## config.mk

```make
export PLATFORM = sky130hd
export DESIGN_NAME = am_fm_tuner_panel_controller
export DESIGN_NICKNAME = d
export VERILOG_FILES = /design/src/hdl/amfm_pkg.sv /design/src/hdl/am_fm_tuner_panel_controller.sv
export SDC_FILE = /design/constraint.sdc
export NUM_CORES = 1
export LEC_CHECK = 0
export BUFFER_PORTS_ARGS = -buffer_cell sky130_fd_sc_hd__buf_2
export CAP_MARGIN = 10
export CORE_MARGIN = 4
export CORE_UTILIZATION = 69
export CTS_BUF_LIST = sky130_fd_sc_hd__clkbuf_2
export CTS_CLUSTER_DIAMETER = 150
export DETAILED_ROUTE_END_ITERATION = 16
export GPL_TIMING_DRIVEN = 1
export PLACE_DENSITY = 0.95
export REMOVE_ABC_BUFFERS = 1
export SYNTH_ARGS = -nofsm -noshare
export SYNTH_HDL_FRONTEND = slang
export SYNTH_SLANG_ARGS = --single-unit
```

## constraint.sdc

```tcl
create_clock -name clk -period 15.74 [get_ports clk]
set_clock_uncertainty 0.1 [all_clocks]
set_input_delay 3.148 -clock clk [delete_from_list [all_inputs] [get_ports clk]]
set_output_delay 3.148 -clock clk [all_outputs]
set_load 0.02 [all_outputs]
```

## src/hdl/amfm_pkg.sv

```systemverilog
// Shared types, codes and constants for the AM/FM tuner panel controller.
`default_nettype none

package amfm_pkg;

  localparam int STATION_W = 11;
  localparam int VOLUME_W  = 7;
  localparam int VREQ_W    = 11;
  localparam int BUTTON_W  = 4;
  localparam int CFG_IDX_W = 3;
  localparam int CFG_DAT_W = 11;

  localparam int PRESET_COUNT_DEF = 5;
  localparam int AM_STEP_DEF      = 10;
  localparam int FM_STEP_DEF      = 2;

  localparam logic [STATION_W-1:0] AM_LOWEST_RST  = 11'd530;
  localparam logic [STATION_W-1:0] AM_HIGHEST_RST = 11'd1700;
  localparam logic [STATION_W-1:0] FM_LOWEST_RST  = 11'd879;
  localparam logic [STATION_W-1:0] FM_HIGHEST_RST = 11'd1079;
  localparam logic [VOLUME_W-1:0]  VOL_CEIL_RST   = 7'd100;

  typedef enum logic [2:0] {
    REQ_POWER,
    REQ_BAND,
    REQ_SCAN_UP,
    REQ_SCAN_DOWN,
    REQ_SET_STATION,
    REQ_SET_VOLUME,
    REQ_STORE,
    REQ_RECALL
  } req_t;

  typedef enum logic [1:0] {
    ST_OK,
    ST_REJECT,
    ST_ZERO,
    ST_CEIL
  } status_t;

  typedef enum logic [CFG_IDX_W-1:0] {
    CFG_AM_LOWEST,
    CFG_AM_HIGHEST,
    CFG_FM_LOWEST,
    CFG_FM_HIGHEST,
    CFG_VOL_CEILING
  } cfg_idx_t;

endpackage

`default_nettype wire

```

## src/hdl/am_fm_tuner_panel_controller.sv

```systemverilog
// Top level of the AM/FM tuner front-panel controller.
`default_nettype none

// One panel request word is taken every cycle while the result side keeps up. A word
// is held in the input register and then applied to the tuner state, whose registers
// drive the result word; the single update stage (compare, add and select on the current
// state) sets the rate of one word per cycle. A stalled result word holds the tuner state,
// and the input stalls once the input register is occupied as well.
// The result word reports the status together with the tuner settings after the request.
module am_fm_tuner_panel_controller #(
  parameter int PRESET_COUNT = amfm_pkg::PRESET_COUNT_DEF,
  parameter int AM_STEP      = amfm_pkg::AM_STEP_DEF,
  parameter int FM_STEP      = amfm_pkg::FM_STEP_DEF
) (
  input  wire logic                                  clk,
  input  wire logic                                  rst_n,
  input  wire logic                                  cfg_we,
  input  wire logic [amfm_pkg::CFG_IDX_W-1:0]        cfg_index,
  input  wire logic [amfm_pkg::CFG_DAT_W-1:0]        cfg_wdata,
  input  wire logic                                  in_valid,
  output logic                                       in_stall,
  input  wire logic [2:0]                            in_req_type,
  input  wire logic [amfm_pkg::STATION_W-1:0]        in_station_value,
  input  wire logic signed [amfm_pkg::VREQ_W-1:0]    in_volume_value,
  input  wire logic [amfm_pkg::BUTTON_W-1:0]         in_button_index,
  output logic                                       out_valid,
  input  wire logic                                  out_stall,
  output logic [1:0]                                 out_status,
  output logic                                       out_power_on,
  output logic                                       out_band_fm,
  output logic [amfm_pkg::STATION_W-1:0]             out_station_now,
  output logic [amfm_pkg::VOLUME_W-1:0]              out_volume_now
);

  localparam int SW      = amfm_pkg::STATION_W;
  localparam int VW      = amfm_pkg::VOLUME_W;
  localparam int PIDX_W  = (PRESET_COUNT > 1) ? $clog2(PRESET_COUNT) : 1;
  localparam int DIV_SH  = SW + $clog2(AM_STEP) + 1;
  localparam int AM_MUL  = ((2 ** DIV_SH) + AM_STEP - 1) / AM_STEP;
  localparam int PROD_W  = SW + DIV_SH + 1;

  // Input register.
  logic                   s1_valid_r;
  logic [2:0]             req_r;
  logic [SW-1:0]          sval_r;
  logic signed [amfm_pkg::VREQ_W-1:0] vval_r;
  logic [amfm_pkg::BUTTON_W-1:0]      btn_r;

  // Configuration registers.
  logic [SW-1:0] am_lo_r, am_hi_r, fm_lo_r, fm_hi_r;
  logic [VW-1:0] vol_ceil_r;

  // Tuner state.
  logic          powered_r, powered_nxt;
  logic          band_r, band_nxt;
  logic [SW-1:0] station_r, station_nxt;
  logic [VW-1:0] volume_r, volume_nxt;
  logic [VW-1:0] saved_vol_r, saved_vol_nxt;
  logic [SW-1:0] last_am_r, last_am_nxt;
  logic [SW-1:0] last_fm_r, last_fm_nxt;
  logic [SW-1:0] am_pre_r [PRESET_COUNT];
  logic [SW-1:0] am_pre_nxt [PRESET_COUNT];
  logic [SW-1:0] fm_pre_r [PRESET_COUNT];
  logic [SW-1:0] fm_pre_nxt [PRESET_COUNT];

  logic                  out_valid_r;
  amfm_pkg::status_t     status_r, status_nxt;

  logic                  advance;
  logic [SW-1:0]         lo, hi;
  logic [SW:0]           step;
  logic [SW:0]           up_sum;
  logic [PROD_W-1:0]     am_prod;
  logic                  am_on_grid;
  logic                  btn_ok;
  logic [PIDX_W-1:0]     pidx;
  logic                  vol_neg, vol_over;
  logic [VW-1:0]         restore_vol;

  assign advance  = s1_valid_r && (!out_valid_r || !out_stall);
  assign in_stall = s1_valid_r && !advance;

  assign lo   = band_r ? fm_lo_r : am_lo_r;
  assign hi   = band_r ? fm_hi_r : am_hi_r;
  assign step = band_r ? (SW+1)'(FM_STEP) : (SW+1)'(AM_STEP);
  assign up_sum = {1'b0, station_r} + step;

  // Multiple-of-step test: the fraction of the reciprocal product stays small only
  // for exact multiples.
  assign am_prod    = PROD_W'(sval_r) * PROD_W'(AM_MUL);
  assign am_on_grid = {1'b0, am_prod[DIV_SH-1:0]} < (DIV_SH+1)'(AM_MUL);

  assign btn_ok = {1'b0, btn_r} < (amfm_pkg::BUTTON_W+1)'(PRESET_COUNT);
  assign pidx   = btn_r[PIDX_W-1:0];

  assign vol_neg  = vval_r[amfm_pkg::VREQ_W-1];
  assign vol_over = !vol_neg &&
                    (vval_r[amfm_pkg::VREQ_W-2:0] > (amfm_pkg::VREQ_W-1)'(vol_ceil_r));
  assign restore_vol = (saved_vol_r > vol_ceil_r) ? vol_ceil_r : saved_vol_r;

  always_comb begin
    powered_nxt   = powered_r;
    band_nxt      = band_r;
    station_nxt   = station_r;
    volume_nxt    = volume_r;
    saved_vol_nxt = saved_vol_r;
    last_am_nxt   = last_am_r;
    last_fm_nxt   = last_fm_r;
    am_pre_nxt    = am_pre_r;
    fm_pre_nxt    = fm_pre_r;
    status_nxt    = amfm_pkg::ST_OK;
    case (req_r)
      amfm_pkg::REQ_POWER: begin
        if (!powered_r) begin
          powered_nxt = 1'b1;
          station_nxt = band_r ? last_fm_r : last_am_r;
          volume_nxt  = restore_vol;
        end else begin
          saved_vol_nxt = volume_r;
          volume_nxt    = '0;
          if (band_r) begin
            last_fm_nxt = station_r;
          end else begin
            last_am_nxt = station_r;
          end
          powered_nxt = 1'b0;
        end
      end
      amfm_pkg::REQ_BAND: begin
        if (band_r) begin
          last_fm_nxt = station_r;
          station_nxt = last_am_r;
        end else begin
          last_am_nxt = station_r;
          station_nxt = last_fm_r;
        end
        band_nxt = !band_r;
      end
      amfm_pkg::REQ_SCAN_UP: begin
        if (station_r >= hi || up_sum[SW]) begin
          station_nxt = lo;
        end else begin
          station_nxt = up_sum[SW-1:0];
        end
      end
      amfm_pkg::REQ_SCAN_DOWN: begin
        if (station_r <= lo || {1'b0, station_r} < step) begin
          station_nxt = hi;
        end else begin
          station_nxt = station_r - step[SW-1:0];
        end
      end
      amfm_pkg::REQ_SET_STATION: begin
        if (sval_r >= lo && sval_r <= hi && (band_r || am_on_grid)) begin
          station_nxt = sval_r;
        end else begin
          status_nxt = amfm_pkg::ST_REJECT;
        end
      end
      amfm_pkg::REQ_SET_VOLUME: begin
        if (!powered_r) begin
          status_nxt = amfm_pkg::ST_REJECT;
        end else if (vol_neg) begin
          volume_nxt = '0;
          status_nxt = amfm_pkg::ST_ZERO;
        end else if (vol_over) begin
          volume_nxt = vol_ceil_r;
          status_nxt = amfm_pkg::ST_CEIL;
        end else begin
          volume_nxt = vval_r[VW-1:0];
        end
      end
      amfm_pkg::REQ_STORE: begin
        if (btn_ok) begin
          if (band_r) begin
            fm_pre_nxt[pidx] = station_r;
          end else begin
            am_pre_nxt[pidx] = station_r;
          end
        end else begin
          status_nxt = amfm_pkg::ST_REJECT;
        end
      end
      amfm_pkg::REQ_RECALL: begin
        if (btn_ok) begin
          station_nxt = band_r ? fm_pre_r[pidx] : am_pre_r[pidx];
        end else begin
          status_nxt = amfm_pkg::ST_REJECT;
        end
      end
      default: begin
        status_nxt = amfm_pkg::ST_REJECT;
      end
    endcase
  end

  always_ff @(posedge clk) begin
    if (!rst_n) begin
      am_lo_r    <= amfm_pkg::AM_LOWEST_RST;
      am_hi_r    <= amfm_pkg::AM_HIGHEST_RST;
      fm_lo_r    <= amfm_pkg::FM_LOWEST_RST;
      fm_hi_r    <= amfm_pkg::FM_HIGHEST_RST;
      vol_ceil_r <= amfm_pkg::VOL_CEIL_RST;
    end else if (cfg_we) begin
      case (cfg_index)
        amfm_pkg::CFG_AM_LOWEST:   am_lo_r    <= cfg_wdata[SW-1:0];
        amfm_pkg::CFG_AM_HIGHEST:  am_hi_r    <= cfg_wdata[SW-1:0];
        amfm_pkg::CFG_FM_LOWEST:   fm_lo_r    <= cfg_wdata[SW-1:0];
        amfm_pkg::CFG_FM_HIGHEST:  fm_hi_r    <= cfg_wdata[SW-1:0];
        amfm_pkg::CFG_VOL_CEILING: vol_ceil_r <= cfg_wdata[VW-1:0];
        default: ;
      endcase
    end
  end

  always_ff @(posedge clk) begin
    if (!rst_n) begin
      s1_valid_r <= 1'b0;
    end else if (!in_stall) begin
      s1_valid_r <= in_valid;
    end
  end

  always_ff @(posedge clk) begin
    if (in_valid && !in_stall) begin
      req_r  <= in_req_type;
      sval_r <= in_station_value;
      vval_r <= in_volume_value;
      btn_r  <= in_button_index;
    end
  end

  always_ff @(posedge clk) begin
    if (!rst_n) begin
      out_valid_r <= 1'b0;
      status_r    <= amfm_pkg::ST_OK;
      powered_r   <= 1'b0;
      band_r      <= 1'b0;
      station_r   <= amfm_pkg::AM_LOWEST_RST;
      volume_r    <= '0;
      saved_vol_r <= '0;
      last_am_r   <= amfm_pkg::AM_LOWEST_RST;
      last_fm_r   <= amfm_pkg::FM_LOWEST_RST;
      for (int i = 0; i < PRESET_COUNT; i++) begin
        am_pre_r[i] <= amfm_pkg::AM_LOWEST_RST;
        fm_pre_r[i] <= amfm_pkg::FM_LOWEST_RST;
      end
    end else if (advance) begin
      out_valid_r <= 1'b1;
      status_r    <= status_nxt;
      powered_r   <= powered_nxt;
      band_r      <= band_nxt;
      station_r   <= station_nxt;
      volume_r    <= volume_nxt;
      saved_vol_r <= saved_vol_nxt;
      last_am_r   <= last_am_nxt;
      last_fm_r   <= last_fm_nxt;
      am_pre_r    <= am_pre_nxt;
      fm_pre_r    <= fm_pre_nxt;
    end else if (!out_stall) begin
      out_valid_r <= 1'b0;
    end
  end

  assign out_valid       = out_valid_r;
  assign out_status      = status_r;
  assign out_power_on    = powered_r;
  assign out_band_fm     = band_r;
  assign out_station_now = station_r;
  assign out_volume_now  = volume_r;

endmodule

`default_nettype wire

```

# Yosys cells after proc, flatten, opt, wreduce, memory -nomap -nowiden

Cells that the tools add are included.
Widths: inputs -> output; s select.

Input bits: 48
Word-level logic and storage cells: 141
Register bits: 243
Output and inout port bits: 24

Multipliers: 1
$lt $le $gt $ge: 11
Multiplexer cells: 43
Reduce and logical (&&, ||, !) cells: 36
Equality and inequality tests: 17
Bitwise logic cells: 2
Add/sub/neg operators: 2

Operators with widths:

| kind                   | count |
|---|---|
| $mux 11                | 19 |
| $bwmux 55              | 2 |
| $bmux 11 s3            | 2 |
| $pmux 11 s6            | 1 |
| $pmux 11 s2            | 2 |
| $mux 7                 | 5 |
| $demux 11 s3           | 1 |
| $ge 11x11->1           | 2 |
| $le 11x11->1           | 2 |
| $lt 16x13->1 const B   | 1 |
| $eq 3x3->1 const B     | 5 |
| $mul 11x12->15 const B | 1 |
| $pmux 7 s2             | 1 |
| $reduce_and 2->1       | 7 |
| $add 11x4->12          | 1 |
| $eq 3x2->1 const B     | 4 |
| $lt 11x4->1            | 1 |
| $sub 11x4->11          | 1 |
| $gt 10x7->1            | 1 |
| $ne 2x2->1 const B     | 5 |
| $reduce_and 3->1       | 3 |
| $reduce_and 4->1       | 2 |
| $gt 7x7->1             | 1 |
| $logic_and 1x1->1      | 7 |
| 18 further kinds       | 35 |

# Depth between registers and ports, before layout

Gate-level depths: netlist of run 1.

Depth in word-level cells: 7
Mapped depth: 21
Mapped depth without buffers: 20

# Least setup slack after synthesis of run 1

OpenSTA, ideal clock, no wires.

Kind: input to output
Start: in out_stall
End: out in_stall
Buffers on the path: 0
Slack: 9058 ps
Cell stages on the path: 1
Data required time: 12492 ps
Arrival time: 3434 ps
Path through: and3_1

Longest elaborated chain between the ends: 5

RTL lines:

| what               | RTL line                           | RTL |
|---|---|---|
| start: declaration | am_fm_tuner_panel_controller.sv:27 | `input wire logic out_stall,` |
| $logic_not 1->1    | n/a                                |  |
| $logic_or 1x1->1   | am_fm_tuner_panel_controller.sv:80 | `assign advance = s1_valid_r && (!out_valid_r \|\| !out_stall);` |
| $logic_and 1x1->1  | am_fm_tuner_panel_controller.sv:80 |  |
| $logic_not 1->1    | am_fm_tuner_panel_controller.sv:81 | `assign in_stall = s1_valid_r && !advance;` |
| $logic_and 1x1->1  | am_fm_tuner_panel_controller.sv:81 |  |
| end: declaration   | am_fm_tuner_panel_controller.sv:21 | `output logic in_stall,` |

Every way passes these cells.

# Final worst setup path of run 1

Ends and elaborated chain as after synthesis.

==> flow_summary.yaml, run 1 <==
logic_synthesis:
  synthFlopType: "dfxtp_1"
  synth_cell_types: 69
  synth_top_family_by_area: "simple AND/OR/NAND/NOR gates"
  yosysSeqAreaShare_pct: 36.6
  synth_adder_area_share_pct: 12.9
  synthSimpleGateAreaFrac_pct: 18.2
  synth-async-reset-ratio_pct: 0
  synth-edff-count: 29
  yosys.cell_count.top_type: "nand2_1"
  syn_inst: 1614
  synth_area_per_cell_um2: 8.72
  synth_area_mm2: 0.0141
  yosys.area.top_type: "dfxtp_1"
  synth_area_leaders: "dfxtp_1 30%, ha_1 9.3%, nand2_1 8.3%, mux2i_1 7.5%, edfxtp_1 6.2%"
  synth_top_area_share_pct: 30.5
  yosys-mux-area-fraction_pct: 8.74
  synth_xor_area_share_pct: 1.93
  ys_seq_elements: 243
  ys_warn_count: 0
  yosys-top-cells-count: "312 x nand2_1, 214 x dfxtp_1, 106 x mux2i_1, 105 x ha_1, 102 x a21oi_1"
  synth_compound_area_share_pct: 16.3
die:
  die_x_um: 151
  die_area_mm2: 0.0227
  io_pins: 72
  die_y_um: 151
  rows: 51
  initial_core_util_pct: 71.1
  core_mm2: 0.0198
worst_setup_path:
  critPathCaptureType: "output pin"
  critPathLaunchType: "input pin"
  worst_ep_arrival_time_ps: 3670
  cp_max_fo: 3
  reg2reg_depth: 17
  crit_start: "out_stall"
  crit_type: "input pin to output pin"
  worstReg2RegEnd: "out_station_now[6]"
  cp.required_ps: 12490
  reg2reg_from: "sval_r[3]"
  rrSetupSlack_ps: 9590
global_route:
  top_usage_layer: "met2"
  grt_pass1_vias: 12900
  grtUsageTotal_pct: 35.5
  antenna_found_initial: 1
  grtUsageMet1_pct: 43.4
  grt_max_degree: 84
  grt_pass1_wl_mm: 64.7
  use_met2_pct: 57.7
  grt_util_met3_pct: 8.56
  overflow: 0
status:
  outcome: "finished, final reports clean"
placement:
  dp_hpwl_mm: 27.5
  gp_congestion: 0.953
  port-buffer-count: 71
  placed_area_mm2: 0.0145
  placed_cells_incl_taps: 1857
power:
  power.share.clock_pct: 27.9
  p_sw_share_pct: 35.4
  pwr-share-comb_pct: 29.0
  p_leak_nw: 6.62
  seq_power_share_pct: 43.1
  powerDensity_mw_per_mm2: 102
  switching_power_mw: 0.539
  internal_power_mw: 0.984
  ir_worst_vdd_uv: 76.5
timing:
  slew_headroom_pct: 24.1
  maxSlewViolCount: 0
  min_period_ps: 6920
  hold_viol_final: 0
  setup_viol: 0
  finalCritPeriodShare_pct: 44.0
  grt_setup_unrepaired: "no"
  max_slew.worst_pin.slew_ps: 1140
  setup_tns_ps: 0
  max_freq_mhz: 144
clock_network:
  clock-sinks: 243
  cts-buffers-inserted: 57
  hold_buffers: 0
  cts_setup_buffers: 0
  tritoncts: "done"
  post_cts_resized: 0
  cts-root-buf: "clkbuf_2"
  cts.path.max_buffers: 3
  htreeDepth: 2
  clk_latency_ps: 910
  path_clk_slew_ps: 110
drt:
  drc_errors: 0
  drt_iter0_markers: 1665
  wl_per_cell_um: 20.6
  dr.pass1.iters: 6
  vias: 12900
  vias_per_cell: 6.59
  ant_nets: 0
  wl_mm: 40.3
layout:
  area_growth_pct: 6.58
  drive_gt1_share_pct: 13.1
  fin_area_mm2: 0.0150
  multiInputGateArea_mm2: 0.00820
  fin_nets: 1829
  register_area_mm2: 0.00516
  final_cells: 1963
  nFillCells: 1282
min_path:
  hold_start: "am_pre_r[28]"
  min_delay_path_depth: 2
  min_path_type: "flip-flop to flip-flop"
  hold_path_end: "am_pre_r[28]"
flow_run:
  cap_violations: 0
-- kinds of logic (layout without fill, tap and decap cells) --
group	count (synthesis)	count (layout)
DFF	243	243
AOI/OAI and AO/OA	343	343
buffers and inverters	187	270
and+or+nand+nor	559	559
xor gates and xnor gates	31	31
adders and majority gates	130	130
other	0	1
muxes	121	121
-- cells in the final DEF (no fill, tap or decap), types with 4 or more instances in the layout --
cell type,n
xnor2_1,23
nor4_2,4
mux2i_1,106
a21boi_0,33
nand3_1,75
fa_1,25
xor2_1,8
nand3b_1,5
o21a_1,11
a31oi_1,11
ha_1,105
buf_4,17
nor2_1,46
buf_2,70
nand2b_1,4
nand2_1,312
a21oi_1,102
inv_1,75
nor3_1,12
nand4_1,13
clkbuf_2,86
a21o_1,6
edfxtp_1,29
o21ai_0,41
o211ai_1,34
a211oi_1,12
clkinv_1,17
a221oi_1,7
nor2b_1,33
a221o_1,7
a211o_1,6
and2_1,14
mux2_2,15
nor4_1,5
and3_1,9
and4_1,4
dfxtp_1,213
a22oi_1,42
nand2_2,5
-- worst max-delay path: stages --
cell    delay [ps]
buf_2          100
and3_1         240
buf_2          190
-- flip-flops by register name, summed over array words and instances, names as in the netlist, 7 cells and up --
name	cells
sval_r	11
out_station_now	11
fm_hi_r	11
saved_vol_r	7
am_pre_r	55
out_volume_now	7
vol_ceil_r	7
am_hi_r	11
vval_r	11
fm_lo_r	11
fm_pre_r	55
last_am_r	11
am_lo_r	11
last_fm_r	11
-- routing by layer --
metal	routed length, um	part of all wire, %
met2	18500	46
met3	4770	12
met1	14600	36
met4	2450	6.1
met5	0	0
-- metrics by stage --
step	total power, mW	hold slack, ps	setup WS (ps)	util (%)
after floorplan	0.979	330	9060	-
after global placement	1.07	341	8870	73.1
after detailed placement	1.10	349	8840	73.1
after CTS	1.51	363	8820	75.8
after global routing	1.59	386	8790	75.8
final	1.52	365	8820	75.8
-- cell type report --
| cell class | count | area share [%] |
|---|---|---|
| diodes | 1 | 0.0167 |
| well taps | 265 | 2.21 |
| multi-input cells | 1184 | 54.7 |
| clock inverters | 19 | 0.718 |
| repair buffers | 87 | 3.19 |
| flip-flops and latches | 243 | 34.4 |
| inverters | 78 | 1.95 |
| clock buffers | 86 | 2.87 |
-- worst max-delay path by stage --
stage / endpoint / slack, ps
after CTS: in_stall / 8820
final: in_stall / 8820
after global routing: in_stall / 8790
after detailed placement: in_stall / 8840
after global placement: in_stall / 8870
after floorplan: in_stall / 9060
-- power groups by stage --
stage	clock network, mW	registers (mW)	logic [mW]
after floorplan	0	0.672	0.307
after global routing	0.456	0.657	0.481
after CTS	0.423	0.655	0.433
after detailed placement	0	0.669	0.430
final	0.425	0.656	0.442
after global placement	0	0.668	0.399
(Power assumes the default switching activity.)
==> inputs of run 2 (changes only) <==
--- a/config.mk
+++ b/config.mk
@@ -8,12 +8,12 @@
 export BUFFER_PORTS_ARGS = -buffer_cell sky130_fd_sc_hd__buf_2
 export CAP_MARGIN = 10
 export CORE_MARGIN = 4
-export CORE_UTILIZATION = 69
+export CORE_UTILIZATION = 58
 export CTS_BUF_LIST = sky130_fd_sc_hd__clkbuf_2
 export CTS_CLUSTER_DIAMETER = 150
 export DETAILED_ROUTE_END_ITERATION = 16
 export GPL_TIMING_DRIVEN = 1
-export PLACE_DENSITY = 0.95
+export PLACE_DENSITY = 0.89
 export REMOVE_ABC_BUFFERS = 1
 export SYNTH_ARGS = -nofsm -noshare
 export SYNTH_HDL_FRONTEND = slang
==> constraint.sdc (replaced) <==
create_clock -name clk -period 6.2 [get_ports clk]
set_clock_uncertainty 0.1 [all_clocks]
set_input_delay 1.24 -clock clk [delete_from_list [all_inputs] [get_ports clk]]
set_output_delay 1.24 -clock clk [all_outputs]
set_load 0.02 [all_outputs]
==> run 2 against run 1 <==
Net effect:
- design area grew 0.68%
- hold slack worse by 4.8 ps
- count of clock-buffer cells in the layout down 1
- sequential power increased to 2.5 times the previous value
- global-route usage shrank 6.4 points
- via count down 4.9%
- combinational power up 150%
- sequential cell count is the same
- largest power group unchanged
==> flow_summary.yaml, run 2 (synthesis results as in run 1) <==
layout:
  area_growth_pct: 7.30
  final_cell_mix: "312 x nand2_1, 213 x dfxtp_1, 106 x mux2i_1"
  fin_nets: 1834
  fin_area_mm2: 0.0151
  biggestRegsByFlops: "am_pre_r: 55 flops, fm_pre_r: 55 flops"
  drive_gt1_share_pct: 13.3
  layout_commonest_cell: "nand2_1"
global_route:
  grt_pass1_wl_mm: 63.1
  grt_max_degree: 107
  grt_pass1_vias: 12400
  antenna_found_initial: 1
  grtUsageTotal_pct: 29.1
  overflow: 0
timing:
  max_slew.worst_pin.slew_ps: 1100
  finalCritPeriodShare_pct: 90.3
  max_freq_mhz: 179
  slew_headroom_pct: 26.8
  min_period_ps: 5600
  hold_slack_ps: 360
  hold_viol_final: 0
  grt_setup_unrepaired: "no"
  setup_viol: 0
  setup_tns_ps: 0
  maxSlewViolCount: 0
drt:
  vias_per_cell: 6.07
  drc_errors: 0
  vias: 12300
  wl_per_cell_um: 19.1
  ant_nets: 0
  wl_mm: 38.7
  dr.pass1.iters: 5
  drt_iter0_markers: 1107
worst_setup_path:
  reg2reg_from: "sval_r[5]"
  critPathLaunchType: "flip-flop"
  critPathCaptureType: "flip-flop"
  cp_max_fo: 7
  crit_start: "sval_r[5]"
  worst_ep_arrival_time_ps: 6250
  crit_type: "flip-flop to flip-flop"
  cp.required_ps: 6860
clock_network:
  cts-root-buf: "clkbuf_2"
  cts_setup_buffers: 0
  post_cts_resized: 0
  clk_latency_ps: 920
  tritoncts: "done"
  clock-sinks: 243
  hold_buffers: 0
  cts-buffers-inserted: 59
  cts.path.max_buffers: 3
  path_clk_slew_ps: 110
  htreeDepth: 2
die:
  io_pins: 72
  core_mm2: 0.0237
  die_area_mm2: 0.0268
  initial_core_util_pct: 59.4
  rows: 56
  die_x_um: 164
  die_y_um: 164
min_path:
  hold_start: "am_pre_r[5]"
  min_path_type: "flip-flop to flip-flop"
placement:
  port-buffer-count: 71
  dp_hpwl_mm: 26.9
  placed_area_mm2: 0.0145
  gp_congestion: 0.951
power:
  ir_worst_vdd_uv: 193
  powerDensity_mw_per_mm2: 252
  p_leak_nw: 6.63
status:
  outcome: "finished, final reports clean"
flow_run:
  cap_violations: 0
-- run 2: cell types whose count changed in the layout (fill, tap and decap cells not counted), moves of 2 or more --
cell      before  now
clkinv_2       2    4
buf_4         17   20
clkinv_1      17   20
inv_6          0    2
-- run 2: per-stage QoR --
| stage | cells | utilization, % | total power [mW] | setup slack, ps |
|---|---|---|---|---|
| floorplan | 1505 | - | 2.49 | 811 |
| finish | 2025 | 63.7 | 3.80 | 603 |
| global route | 2025 | 63.7 | 4.04 | 308 |
| detailed placement | 1914 | 61.4 | 2.76 | 686 |
| CTS | 2024 | 63.7 | 3.81 | 684 |
| global placement | 1914 | 61.4 | 2.72 | 760 |
-- run 2: final cells by class --
| cell class | count | area, um2 |
|---|---|---|
| Fill cell | 1944 | 8590 |
| Multi-Input combinational cell | 1184 | 8200 |
| Sequential cell | 243 | 5160 |
| Timing Repair Buffer | 90 | 500 |
| Clock buffer | 85 | 425 |
| Tap cell | 319 | 399 |
| Inverter | 78 | 293 |
| Clock inverter | 25 | 121 |
| Antenna cell | 1 | 2.50 |
-- run 2: power by group --
part	switching (mW)	internal [mW]	total (mW)	leakage [nW]
clock	0.669	0.385	1.05	0.413
combinational	0.628	0.459	1.09	4.21
sequential	0.0430	1.62	1.66	2.02
total	1.34	2.46	3.80	6.63
-- run 2: metal layers --
| layer | vias to the layer above | GRT usage, % | share of wire, % |
|---|---|---|---|
| li1 | 5796 | - | - |
| met1 | 5759 | 38.5 | 40 |
| met2 | 619 | 46.9 | 46 |
| met3 | 125 | 5.42 | 9.6 |
| met4 | 0 | 12.5 | 4.1 |
| met5 | - | 0 | 0 |
-- run 2: path summary, 6_finish.rpt --
check	slack (ps)	cells past startpoint	end
max	600	18	out_station_now[0]
min	360	2	am_pre_r[5]
max reg2reg	600	18	out_station_now[0]
min reg2reg	360	2	am_pre_r[5]
-- run 2: critical path: stages (launching register included) --
cell and delay [ps]:
edfxtp_1 560, ha_1 390, inv_1 60, fa_1 470, inv_1 50, fa_1 500, inv_1 50, fa_1 500
fa_1 550, inv_1 40, ha_1 320, o21a_1 180, nor2_1 120, xnor2_1 170, xnor2_1 120, nor4_2 430
o21ai_0 350, o31a_1 370, o21a_1 160
